## src/sv/sil_pkg.sv

```systemverilog
// ----------------------------------------------------------------------------
// sil_pkg: shared types for the sorted insertion list
// Transfer payloads, cell control word, controller states.
// ----------------------------------------------------------------------------
`default_nettype none

package sil_pkg;

    localparam int unsigned VAL_W     = 32;
    localparam int unsigned AVG_W     = 40;
    localparam int unsigned ENTRIES_W = 7;
    localparam int unsigned FRAC_W    = 8;

    typedef enum logic
    {
        KIND_INSERT = 1'b0,
        KIND_REPORT = 1'b1
    } kind_t;

    typedef struct packed
    {
        logic                    kind;
        logic signed [VAL_W-1:0] value;
    } req_t;

    typedef struct packed
    {
        logic signed [VAL_W-1:0]     element;
        logic                        last;
        logic                        empty_res;
        logic signed [VAL_W-1:0]     smallest;
        logic signed [VAL_W-1:0]     largest;
        logic signed [AVG_W-1:0]     average_q8;
        logic        [ENTRIES_W-1:0] entries;
        logic                        overflowed;
    } rsp_t;

    typedef enum logic [1:0]
    {
        OP_HOLD   = 2'd0,
        OP_INSERT = 2'd1,
        OP_ROTATE = 2'd2
    } cell_op_t;

    typedef struct packed
    {
        cell_op_t                op;
        logic signed [VAL_W-1:0] x;
    } cell_ctrl_t;

    typedef enum logic [2:0]
    {
        S_IDLE = 3'b001,
        S_DIV  = 3'b010,
        S_SEND = 3'b100
    } state_t;

endpackage

`default_nettype wire

```

## src/sv/sil_cell.sv

```systemverilog
// ----------------------------------------------------------------------------
// sil_cell: one slot of the sorted chain
// Holds one value and its occupied bit; shifts right on insert, rotates
// left toward the head on report.
// ----------------------------------------------------------------------------
`default_nettype none

module sil_cell
    import sil_pkg::*;
(
    input  wire logic                    clk,
    input  wire logic                    rst_n,
    input  wire cell_ctrl_t              ctrl,
    input  wire logic                    prev_lt,
    input  wire logic                    prev_occ,
    input  wire logic signed [VAL_W-1:0] prev_val,
    input  wire logic                    next_occ,
    input  wire logic signed [VAL_W-1:0] next_val,
    input  wire logic signed [VAL_W-1:0] head_val,
    output logic                         occ,
    output logic                         lt,
    output logic signed [VAL_W-1:0]      val
);

    logic                    occ_reg;
    logic                    occ_next;
    logic signed [VAL_W-1:0] val_reg;
    logic signed [VAL_W-1:0] val_next;

    assign lt  = occ_reg && (val_reg < ctrl.x);
    assign occ = occ_reg;
    assign val = val_reg;

    always_comb
    begin
        occ_next = occ_reg;
        val_next = val_reg;
        case (ctrl.op)
            OP_INSERT:
            begin
                occ_next = occ_reg | prev_occ;
                if (!lt)
                begin
                    val_next = prev_lt ? ctrl.x : prev_val;
                end
            end
            OP_ROTATE:
            begin
                if (occ_reg)
                begin
                    val_next = next_occ ? next_val : head_val;
                end
            end
            default:
            begin
                occ_next = occ_reg;
            end
        endcase
    end

    always_ff @(posedge clk or negedge rst_n)
    begin
        if (!rst_n)
        begin
            occ_reg <= 1'b0;
        end
        else
        begin
            occ_reg <= occ_next;
        end
    end

    always_ff @(posedge clk)
    begin
        val_reg <= val_next;
    end

endmodule

`default_nettype wire

```

## config.mk

```make
export PLATFORM = sky130hd
export DESIGN_NAME = sil_cell
export DESIGN_NICKNAME = d
export VERILOG_FILES = /design/src/sv/sil_pkg.sv /design/src/sv/sil_cell.sv
export SDC_FILE = /design/constraint.sdc
export NUM_CORES = 1
export LEC_CHECK = 0
export BUFFER_PORTS_ARGS = -buffer_cell sky130_fd_sc_hd__buf_2
export CAP_MARGIN = 40
export CORE_MARGIN = 2
export CORE_UTILIZATION = 40
export DETAILED_ROUTE_END_ITERATION = 7
export HOLD_SLACK_MARGIN = 0.06
export PLACE_DENSITY = 0.77
export SYNTH_ARGS = -nofsm -noshare
export SYNTH_HDL_FRONTEND = slang
export SYNTH_SLANG_ARGS = --single-unit
```

## constraint.sdc

```tcl
create_clock -name clk -period 3.7 [get_ports clk]
set_input_delay 0.185 -clock clk [delete_from_list [all_inputs] [get_ports clk]]
set_output_delay 0.185 -clock clk [all_outputs]
set_load 0.01 [all_outputs]
```

## Yosys cells after proc, flatten, opt, wreduce, memory -nomap -nowiden

Cells that the tools add are included.

- Flip-flop bits (word level): 33
- Input bits: 135
- Logic and storage cells: 16

- Magnitude comparators: 1
- Equality and inequality tests: 4
- Multiplexer cells: 5
- Bitwise logic cells: 1
- Reductions and logical operators: 3

Operators by type and width:

| cell | count |
|---|---|
| 2-to-1 mux 32 bit | 4 |
| one-hot mux 32 bit (2 select lines) | 1 |
| < comparator 32 bit | 1 |
| != test 2 bit, second input constant | 2 |
| AND reduction 3 bit | 1 |
| == test 2 x 1 -> 1 bit, second input constant | 1 |
| == test 2 bit, second input constant | 1 |
| nonzero test 2 bit | 1 |
| logical AND 1 bit | 1 |
| bitwise OR 1 bit | 1 |

## Depth between registers and ports, before layout

- Depth in word-level cells: 4
- Depth in mapped cells: 9
- Depth with buffers taken out: 9

## Least setup slack after synthesis

OpenSTA, ideal clock, no wires.

- Path type: register -> register
- Start: register val_reg[30] (netlist: val[30])
- End: register val_reg[0] (netlist: val[0]), enable pin
- Library setup time: 0.425 ns
- Arrival time: 3.224 ns
- Required time: 3.275 ns
- Path slack: 0.051 ns
- Cell stages (with the launch flop): 9
- Buffers on the path: 0
- Cell sequence: edfxtp_1 > ha_1 > a21oi_2 > nand2_1 > a221o_1 > a311oi_1 > o21ai_1 > xor2_1 > o21ai_1

- Cells in the longest elaborated chain, start to end: 4

Ends and longest elaborated chain:

| what | RTL line | text |
|---|---|---|
| from (decl) | sil_cell.sv:27 | `logic signed [VAL_W-1:0] val_reg;` |
| from (signal assigned) | sil_cell.sv:75 | `val_reg <= val_next;` |
| < comparator 32 bit | sil_cell.sv:30 | `assign lt = occ_reg && (val_reg < ctrl.x);` |
| logical AND 1 bit | sil_cell.sv:30 |  |
| != test 2 bit (no line) | -- |  |
| AND reduction 3 bit (no line) | -- |  |

Every way passes these cells.
A chain may end at the register's enable or synchronous reset.

## Final worst setup path

- Start: register val_reg[21] (netlist: val[21])
- End: register val_reg[16] (netlist: val[16]), enable pin

The elaborated chain is that of the path after synthesis.

==> summary.md <==
| Metric | Value |
|---|---|
| I/O Pins | 169 |
| Skew-Pair Late Insertion Delay | 0.28 ns |
| Width of the chip | 87.6 µm |
| Hold_sp | prev_occ |
| WP data required | 3.69 ns |
| CTS tree | built |
| Port Buffers | 168 |
| Grt total ovfl | 0 |
| Clock sinks | 33 |
| Post-synthesis mux area share | 11.5% |
| Clock tree buffer depth | 2 |
| Highest clock rate | 0.333 GHz |
| Core Area | 6790 µm² |
| FP Rows | 30 |
| Syn_area_per_cell | 9.42 µm² |
| Reg clk slew, reported paths | 0.07 ns |
| Worst-path maximum fanout | 18 |
| Worst hold path type | in2reg |
| Wire per inst | 13.8 µm |
| Slew Viols, Final | 0 |
| Dominant synthesized flop cell | edfxtp_1 |
| Total Routing Usage GR | 19.7% |
| Largest family of logic cells by synthesized area | compound AO/OA/AOI/OAI gates |
| R2r endpoint | val[16] |
| Cell area power density | 304 nW/µm² |
| Final count of hold timing violations | 0 |
| Post-synth cell types | 29 |
| Post-DRT Antenna Nets | 0 |
| Post-synthesis cell area | 2800 µm² |
| Via count | 2,794 |
| Internal power | 0.801 mW |
| CTS root buf | clkbuf_8 |
| Switch share | 31.9% |
| #FFs+latches synth | 33 |
| Crit path kind | reg2reg |
| Worst-Margin Slew | 0.643 ns |
| Full die area | 7680 µm² |
| Vias in the first global route | 2,660 |
| Commonest non-fill, non-tap cell in the layout | buf_2 |
| NetSw | 0.375 mW |
| Flop pwr share | 41.9% |
| Number of nets in the finished design | 625 |
| Post-synthesis compound-gate area fraction | 20.6% |
| Unrepaired setup endpoints after global routing | false |
| Sequential fraction of the synthesis area | 35.3% |
| Maximum level of the CTS H-tree | 2 |
| Reg-to-reg setup timing slack | 0.70 ns |
| Hold Path Stages | 3 |
| Dpl hpwl | 6410 µm |
| Final worst path period need | 3.00 ns |
| Setup TNS | 0 ns |
| Setup WS pre-CTS | 0.682 ns |
| Global-route wire length before repair | 11,800 µm |
| CP Launch Type | flip-flop |
| Mapped Cells | 297 |
| Synth warnings | 0 |
| Largest net degree at the start of global routing | 37 |
| Initial core utilization | 41.2% |
| Post-synthesis simple-gate area fraction | 11.6% |
| Clock Power Share | 22.0% |
| DRT Pass-1 Iters | 4 |
| Hold-fix buffers at CTS | 1 |
| Setup repair bufs after CTS | 0 |
| CP Capture Type | flip-flop |
| Arr. time, crit path | 2.99 ns |
| Launch point of the worst reg-to-reg path | val[21] |
| Commonest non-fill, non-tap cells in the layout | buf_2 (168), a21oi_1 (45), a211oi_1 (33) |
| Final setup viols | 0 |
| Die H | 87.6 µm |
| Reg2reg path depth | 9 |
| Asr flop ratio synth | 3.03% |
| Period Utilization, post-route | 81.1% |
| EDFF count, synth | 32 |
| Max Cap Viol | 0 |
| Max VDD drop | 160 µV |
| Setup WS post-layout | 0.700 ns |
| Static Leakage | 1.93 nW |
| Largest register FFs | 32 |
| GP Congestion | 0.798 |
| Syn Nets | 463 |
| DR DRC count | 0 |
| ANT cells | 0 |
| Worst Hold Path EP | occ |
| CTS resizes | 0 |
| Vias per cell | 5.03 |
| Share of layout cells above drive strength 1 | 39.6% |
| Run status | completed |
| Clock skew | 0.00555 ns |
| Adder-Cell Fraction of Synth Area | 13.9% |
| Logic gate share of total power | 36.1% |
| WL final | 7650 µm |
| Initial antenna violation count | 0 |
| Synth Area in XOR/XNOR | 0.313% |
| Initial DRC Count | 65 |
| Slew HR | 57.0% |
| P&R area growth vs syn | 38.4% |
| TritonCTS buffer count | 5 |
final cells by class:
type                            instances  area, µm²
Clock buffer                            6       72.6
Clock inverter                          2       10.0
Fill cell                             648       2920
Inverter                               32        120
Multi-Input combinational cell        214       1640
Sequential cell                        33        986
Tap cell                               96        120
Timing Repair Buffer                  173        926
metrics by stage:
stage / cell area (µm²) / cells / utilization [%] / power [mW] / hold WS [ns]
floorplan: 2800 / 297 / - / 0.731 / -0.111
global placement: 3730 / 545 / 54.9 / 0.904 / -0.0368
detailed placement: 3780 / 547 / 55.6 / 0.928 / -0.0385
CTS: 3870 / 556 / 57.0 / 1.19 / 0.135
global route: 3870 / 556 / 57.0 / 1.26 / 0.146
finish: 3870 / 556 / 57.0 / 1.18 / 0.146
cells in the mapped netlist, drive strengths merged (2+ instances only):
master  count  share of area [%]
buf         9                1.4
ha         31                 14
a21oi      46                8.4
nand3       4               0.72
a211oi     33                8.9
nor2        5               0.67
mux2i      32                 11
a21o        2               0.54
inv        32                4.3
nand2b      2               0.45
clkbuf      9                1.2
edfxtp     32                 34
nand2       7               0.94
o21ai       6                1.1
nor2b      33                7.4
nand4       4               0.89
power by group through the flow:
stage	combinational (mW)	clock, mW	sequential [mW]
2_1_floorplan	0.209	0	0.521
3_3_place_gp	0.407	0	0.497
5_1_grt	0.478	0.284	0.498
3_5_place_dp	0.428	0	0.500
6_report	0.424	0.259	0.492
4_1_cts	0.431	0.271	0.493
logic make-up after synthesis:
group	count (synthesis)
flip-flops	33
XOR/XNOR	1
adder cells (fa/ha/maj)	31
AO/OA/AOI/OAI	93
AND/OR/NAND/NOR	57
multiplexers	32
buffers and inverters	50
worst max-delay path, stage by stage (launching register included):
cell and delay (ns):
edfxtp_1 0.39, ha_1 0.31, a21oi_1 0.17, o21ai_0 0.15
a221o_1 0.37, a311oi_1 0.29, o21ai_1 0.12, xor2_1 0.19
o21ai_4 0.49, buf_12 0.23
routing by layer:
metal	global-route usage [%]	up-vias	wire length (µm)
met2	38.0	118	3980
met4	5.45	0	97
met5	0	-	0
met1	20.9	1248	2980
li1	-	1418	-
met3	5.18	10	586
worst max path at each step:
stage | start | endpoint | slack, ns | cells past startpoint
2_1_floorplan | val[30] | val[0] | 0.05 | 8
3_3_place_gp | val[2] | val[15] | 0.72 | 9
3_5_place_dp | val[2] | val[14] | 0.68 | 9
4_1_cts | val[21] | val[15] | 0.67 | 9
5_1_grt | val[2] | val[14] | 0.50 | 9
6_report | val[21] | val[16] | 0.70 | 9
(Power assumes the default switching activity.)
