`src/sv/sil_pkg.sv`:
```
// ----------------------------------------------------------------------------
// sil_pkg: shared types for the sorted insertion list
// Transfer payloads, cell control word, controller states.
// ----------------------------------------------------------------------------
`default_nettype none

package sil_pkg;

    localparam int unsigned VAL_W     = 32;
    localparam int unsigned AVG_W     = 40;
    localparam int unsigned ENTRIES_W = 7;
    localparam int unsigned FRAC_W    = 8;

    typedef enum logic
    {
        KIND_INSERT = 1'b0,
        KIND_REPORT = 1'b1
    } kind_t;

    typedef struct packed
    {
        logic                    kind;
        logic signed [VAL_W-1:0] value;
    } req_t;

    typedef struct packed
    {
        logic signed [VAL_W-1:0]     element;
        logic                        last;
        logic                        empty_res;
        logic signed [VAL_W-1:0]     smallest;
        logic signed [VAL_W-1:0]     largest;
        logic signed [AVG_W-1:0]     average_q8;
        logic        [ENTRIES_W-1:0] entries;
        logic                        overflowed;
    } rsp_t;

    typedef enum logic [1:0]
    {
        OP_HOLD   = 2'd0,
        OP_INSERT = 2'd1,
        OP_ROTATE = 2'd2
    } cell_op_t;

    typedef struct packed
    {
        cell_op_t                op;
        logic signed [VAL_W-1:0] x;
    } cell_ctrl_t;

    typedef enum logic [2:0]
    {
        S_IDLE = 3'b001,
        S_DIV  = 3'b010,
        S_SEND = 3'b100
    } state_t;

endpackage

`default_nettype wire

```
`src/sv/sil_div.sv`:
```
// ----------------------------------------------------------------------------
// sil_div: serial divider for the mean
// Restoring division, one quotient bit per cycle; signed result by
// negating the magnitude quotient.
// ----------------------------------------------------------------------------
`default_nettype none

module sil_div
    import sil_pkg::*;
#(
    parameter int unsigned DVD_W = 46,
    parameter int unsigned CNT_W = 7
)
(
    input  wire logic                    clk,
    input  wire logic                    rst_n,
    input  wire logic                    start,
    input  wire logic                    neg,
    input  wire logic [DVD_W-1:0]        dividend,
    input  wire logic [CNT_W-1:0]        divisor,
    output logic                         done,
    output logic signed [AVG_W-1:0]      quotient
);

    localparam int unsigned STEP_W = $clog2(DVD_W + 1);

    logic              busy_reg;
    logic              busy_next;
    logic              done_reg;
    logic              done_next;
    logic [STEP_W-1:0] step_reg;
    logic [STEP_W-1:0] step_next;
    logic [CNT_W-1:0]  rem_reg;
    logic [CNT_W-1:0]  rem_next;
    logic [DVD_W-1:0]  quo_reg;
    logic [DVD_W-1:0]  quo_next;
    logic              neg_reg;
    logic              neg_next;
    logic [CNT_W:0]    shifted;
    logic [CNT_W:0]    trial;
    logic [DVD_W-1:0]  signed_quo;

    assign shifted    = {rem_reg, quo_reg[DVD_W-1]};
    assign trial      = shifted - {1'b0, divisor};
    assign signed_quo = neg_reg ? (~quo_reg + 1'b1) : quo_reg;
    assign quotient   = signed_quo[AVG_W-1:0];
    assign done       = done_reg;

    always_comb
    begin
        busy_next = busy_reg;
        done_next = 1'b0;
        step_next = step_reg;
        rem_next  = rem_reg;
        quo_next  = quo_reg;
        neg_next  = neg_reg;
        if (start)
        begin
            busy_next = 1'b1;
            step_next = STEP_W'(DVD_W);
            rem_next  = '0;
            quo_next  = dividend;
            neg_next  = neg;
        end
        else if (busy_reg)
        begin
            if (shifted >= {1'b0, divisor})
            begin
                rem_next = trial[CNT_W-1:0];
                quo_next = {quo_reg[DVD_W-2:0], 1'b1};
            end
            else
            begin
                rem_next = shifted[CNT_W-1:0];
                quo_next = {quo_reg[DVD_W-2:0], 1'b0};
            end
            step_next = step_reg - 1'b1;
            if (step_reg == STEP_W'(1))
            begin
                busy_next = 1'b0;
                done_next = 1'b1;
            end
        end
    end

    always_ff @(posedge clk or negedge rst_n)
    begin
        if (!rst_n)
        begin
            busy_reg <= 1'b0;
            done_reg <= 1'b0;
            step_reg <= '0;
        end
        else
        begin
            busy_reg <= busy_next;
            done_reg <= done_next;
            step_reg <= step_next;
        end
    end

    always_ff @(posedge clk)
    begin
        rem_reg <= rem_next;
        quo_reg <= quo_next;
        neg_reg <= neg_next;
    end

endmodule

`default_nettype wire

```
`config.mk`:
```
export PLATFORM = sky130hd
export DESIGN_NAME = sil_div
export DESIGN_NICKNAME = d
export VERILOG_FILES = /design/src/sv/sil_pkg.sv /design/src/sv/sil_div.sv
export SDC_FILE = /design/constraint.sdc
export NUM_CORES = 1
export LEC_CHECK = 0
export BUFFER_PORTS_ARGS = -buffer_cell sky130_fd_sc_hd__buf_2
export CAP_MARGIN = 20
export CORE_ASPECT_RATIO = 1.5
export CORE_MARGIN = 1
export CORE_UTILIZATION = 31
export CTS_BUF_LIST = sky130_fd_sc_hd__clkbuf_8
export DETAILED_ROUTE_END_ITERATION = 6
export REMOVE_ABC_BUFFERS = 1
export SLEW_MARGIN = 0
export SYNTH_ARGS = -nofsm -noshare
export SYNTH_HDL_FRONTEND = slang
export SYNTH_SLANG_ARGS = --single-unit
export TNS_END_PERCENT = 5
```
`constraint.sdc`:
```
create_clock -name clk -period 2.45 [get_ports clk]
set_clock_uncertainty 0.2 [all_clocks]
set_input_delay 0.1225 -clock clk [delete_from_list [all_inputs] [get_ports clk]]
set_output_delay 0.1225 -clock clk [all_outputs]
set_load 0.01 [all_outputs]
```
Yosys cells after proc, flatten, opt, wreduce, memory -nomap -nowiden
Index checks and enable logic that the tools add are counted.

Bits in registers: 62. Input bits: 57. Output and inout bits: 41. Logic and storage cells: 26.

Add/subtract/negate cells: 3. $lt $le $gt $ge: 1. Eq/ne operators: 1. Muxes and demuxes: 13. Bitwise logic cells: 1. Reduce and logical (&&, ||, !) cells: 1.

Operators by type and width (count): two-way mux 46 bit (2); adder 40 x 1 -> 40 bit (second input constant) (1); two-way mux 40 bit (1); NOT 40 bit (1); two-way mux 6 bit (2); >= comparator 8 x 7 -> 1 bit (1); two-way mux 1 bit (7); two-way mux 7 bit (1); subtractor 7 bit (1); equality test 6 x 1 -> 1 bit (second input constant) (1); subtractor 6 x 1 -> 6 bit (second input constant) (1); nonzero test 2 bit (1).

Depth between registers and ports, before layout
Depth after elaboration: 4. Mapped depth: 9. Mapped depth without buffers: 8.

Worst setup path after synthesis
OpenSTA, ideal clock, no wires.

Kind: flip-flop to flip-flop. From: register quo_reg[45]. To: register quo_reg[0] (data pin). Data arrival time: 1.922 ns. Setup slack: 0.068 ns. Cell stages (with the launch flop): 10. Buffers on the path: 1. Clock period less this slack: 2.382 ns. Path through: edfxtp_1 inv_1 ha_1 fa_1 nand2b_1 a21oi_1 o31a_1 or2_2 clkbuf_1 mux2_2.

Word-level cells in the longest chain between the ends: 4.

Ends and longest elaborated chain: start, declared (line sil_div.sv:35) `logic [DVD_W-1:0] quo_reg;`; start signal, assigned (line sil_div.sv:105) `quo_reg <= quo_next;`; >= comparator 8 x 7 -> 1 bit (line sil_div.sv:67) `if (shifted >= {1'b0, divisor})`; two-way mux 1 bit (line sil_div.sv:67); two-way mux 46 bit (line sil_div.sv:65) `else if (busy_reg)`; two-way mux 46 bit (line sil_div.sv:57) `if (start)`; named net quo_next[0] (line sil_div.sv:36) `logic [DVD_W-1:0] quo_next;`.

The timed path passes the listed nets, and every way through them passes these cells. The select of a mux whose other input is x is not followed. A chain may end at the register's enable or synchronous reset.

Final worst setup path
From: register quo_reg[6]. To: output port quotient[12].

Word-level cells in the longest chain between the ends: 3.

Ends and longest elaborated chain: NOT 40 bit (line sil_div.sv:45) `assign signed_quo = neg_reg ? (~quo_reg + 1'b1) : quo_reg;`; adder 40 x 1 -> 40 bit (line sil_div.sv:45); two-way mux 40 bit (line sil_div.sv:45); end, declared (line sil_div.sv:22) `output logic signed [AVG_W-1:0] quotient`.

No other way between the ends.

==> impl_results.md <==
- Buf+Inv Stages, Crit Path: 2
- Placeable Area: 0.0120 mm²
- WL final: 10.0 mm
- Flop-to-flop setup slack: 0.12 ns
- Worst setup SP type: register
- Gr ovfl total: 0
- FF-to-FF path depth: 8
- Initial antenna violation count: 0
- Largest register FFs: 46
- Root buffer cell: clkbuf_8
- Port Buffers: 97
- DRC viols: 0
- Die Wd: 92.8 µm
- Clock transition at the registers of the reported paths: 0.06 ns
- Setup repair after global routing missed its margin: true
- Vias in the first global route: 3418
- Synthesis warning total: 0
- Avg WL per Cell: 14.7 µm
- Max cap viols: 0
- Critical Path RT: 2.13 ns
- Mapped Area: 0.00383 mm²
- Worst r2r src: quo_reg[45]
- Detailed Place HPWL: 7.27 mm
- First DRT Iteration DRCs: 70
- Post-route ant nets: 0
- Design area: 0.00572 mm²
- Fmax: 357 MHz
- Post-synth EDFFs: 47
- Final period util: 114%
- Fill cell count: 1136
- Initial Util: 31.9%
- DP Cell Count: 617
- First-pass GRT wire length: 16.0 mm
- Critical R2R Capture: quo_reg[0]
- Slew at the pin with the worst max-slew slack: 0.599 ns
- Layout cell share with drive strength beyond 1: 45.5%
- ANT cells: 0
- Synth area leaders: edfxtp_1, mux2_2, xnor2_1
- Hold Crit Class: primary input to register
- WHS Path Cells: 3
- Reg power frac: 41.4%
- Crit path DAT: 2.48 ns
- Setup_tns: -7.17 ns
- Ports: 98
- Synth area leader: edfxtp_1
- Sw frac: 32.0%
- Vias/cell: 4.85
- Row cnt: 49
- Total GRT Usage: 15.9%
- Nets: 595
- Final GP Congestion: 0.889
- Final Max Slew Viols: 0
- Setup CP Type: register to output port
- Power share of the combinational group: 36.0%
- Power density cells: 583 mW/mm²
- Dpl cell area: 0.00480 mm²
- Max clock buf depth: 2
- Sequential fraction of the synthesis area: 45.7%
- Area share of the largest cell type after synthesis: 36.8%
- Failing checks: negative setup slack
- Crit path top cell by count: or4_4
- Slew HR: 59.5%
- FF+latch count, synth: 62
- Internal Power: 2.27 mW
- CTS Buf Count: 9
- Full die area: 0.0128 mm²
- Top FF cell, synth: edfxtp_1
- Drt first pass iters: 4
- Slowest stage cell, crit path: or4_4
- Outcome: complete, but fails checks
- CP cell instances: or4_4 > buf_6 > or4_4 > o41ai_4 > xnor2_1 > buf_2
- Final WS setup: -0.351 ns
- Leakage power: 2.36 nW
- Post-synth ARST share: 12.9%
- Worst hold start: start
- Largest net degree at the start of global routing: 41
- CP max FO: 4
- Die Height: 138 µm
- Power share of the clock group: 22.6%
- Sw Pwr: 1.07 mW
- H-tree Lvls: 3
- CTS tree: built
- Endpoint class of the critical path: output port
- Vias: 3325
- Worst-Skew Late Latency: 0.34 ns
- WHS Endpoint: step_reg[0]
- Mean post-synth cell area: 11.4 µm²
- # setup viols final: 30
- VDD IR max: 0.333 mV
- Yosys cell types: 52
- Final non-filler cell total: 685
- Worst path top cell family by delay: simple AND/OR/NAND/NOR gates
- Fin. Hold Viols: 0
- Cells after Synth: 336
- CTS Sinks: 62
- Worst Hold Slack: 0.0887 ns
- Layout Area Growth over Synthesis: 49.2%
- Max incr delay on CP: 0.57 ns
- Tmin final: 2.80 ns
## routing by layer
layer	vias up	GRT usage (%)	part of all wire, %
met4	0	6.80	1.8
met3	15	3.14	4.1
met1	1585	17.3	41
met2	97	29.2	53
li1	1628	-	-
met5	-	0	0
## worst max path at each step
stage           startpoint      endpoint  slack [ns]  cells past startpoint
6_report        quo_reg[6]  quotient[12]       -0.35                      6
3_3_place_gp    quo_reg[5]  quotient[34]       -0.03                      8
3_5_place_dp    quo_reg[5]  quotient[34]       -0.07                      8
4_1_cts         quo_reg[5]  quotient[12]       -0.36                      6
2_1_floorplan  quo_reg[21]  quotient[30]        0.10                      5
5_1_grt         quo_reg[6]  quotient[39]       -0.43                      7
## cells in the final DEF (no fill, tap or decap), types with 7 or more instances in the layout
cell type and count:
o21ai_1 7, ha_1 9, inv_1 18, xnor2_1 41, dlygate4sd3_1 49, edfxtp_1 47
buf_4 41, clkbuf_8 10, dfxtp_1 7, nand2_1 19, mux2_2 44, nor2_1 14
nand2b_1 7, o21ai_0 13, dfrtp_1 8, buf_2 97
## cell type report
cell class,count,area (µm²),share of cell area [%]
Multi-Input combinational cell,245,2190,38.2
Sequential cell,62,1750,30.6
Timing Repair Buffer,194,1370,24.0
Tap cell,153,191,3.35
Clock buffer,10,138,2.41
Inverter,15,56.3,0.984
Clock inverter,6,25.0,0.437
## tightest hold or removal path, cell delays in order
cell and delay (ns):
buf_2 0.14, buf_4 0.21, nor2_1 0.11
## Yosys cell counts (all sizes together), types with 2 or more instances
cell	count
a21oi	6
a221o	2
buf	4
clkbuf	10
dfrtp	8
dfxtp	7
edfxtp	47
ha	10
inv	15
mux2	44
nand2	21
nand2b	8
nand3	3
nor2	14
nor2b	2
nor3	5
nor4	4
nor4b	2
o211ai	4
o21ai	24
o31ai	13
o41ai	7
or2	3
or3	9
or4	6
xnor2	41
xor2	3
## stage by stage
step,utilization (%),worst slack (ns),power (mW)
6_report,47.6,-0.351,3.34
4_1_cts,46.9,-0.359,3.34
3_5_place_dp,40.0,-0.0692,2.46
5_1_grt,47.6,-0.426,3.54
2_1_floorplan,-,0.105,2.02
3_3_place_gp,40.0,-0.0348,2.44
## power by group through the flow
stage | clock network, mW | registers [mW] | logic, mW
after floorplan | 0 | 1.41 | 0.615
after global placement | 0 | 1.39 | 1.04
after detailed placement | 0 | 1.39 | 1.07
after CTS | 0.793 | 1.38 | 1.17
after global routing | 0.835 | 1.40 | 1.31
final | 0.754 | 1.38 | 1.20
## kinds of logic after synthesis
| kind of cell | Yosys count | synth area share, % |
|---|---|---|
| compound gates | 64 | 11.9 |
| buf+inv | 29 | 2.94 |
| flops | 62 | 45.7 |
| xor+xnor | 44 | 10.1 |
| fa+ha+maj | 11 | 3.79 |
| simple gates | 81 | 12.4 |
| mux | 45 | 13.2 |
## what timing repair did
item | in CTS | in global routing
endpoints found under the hold margin | 55 | 0
hold buffers | 49 | 0
setup buffers | 2 | 1
cloned | 0 | 0
setup endpoints to repair | 31 | 34
pin swaps | 17 | 4
gates resized for setup | 30 | 22
Note: power is estimated with default switching activity, not from simulation.
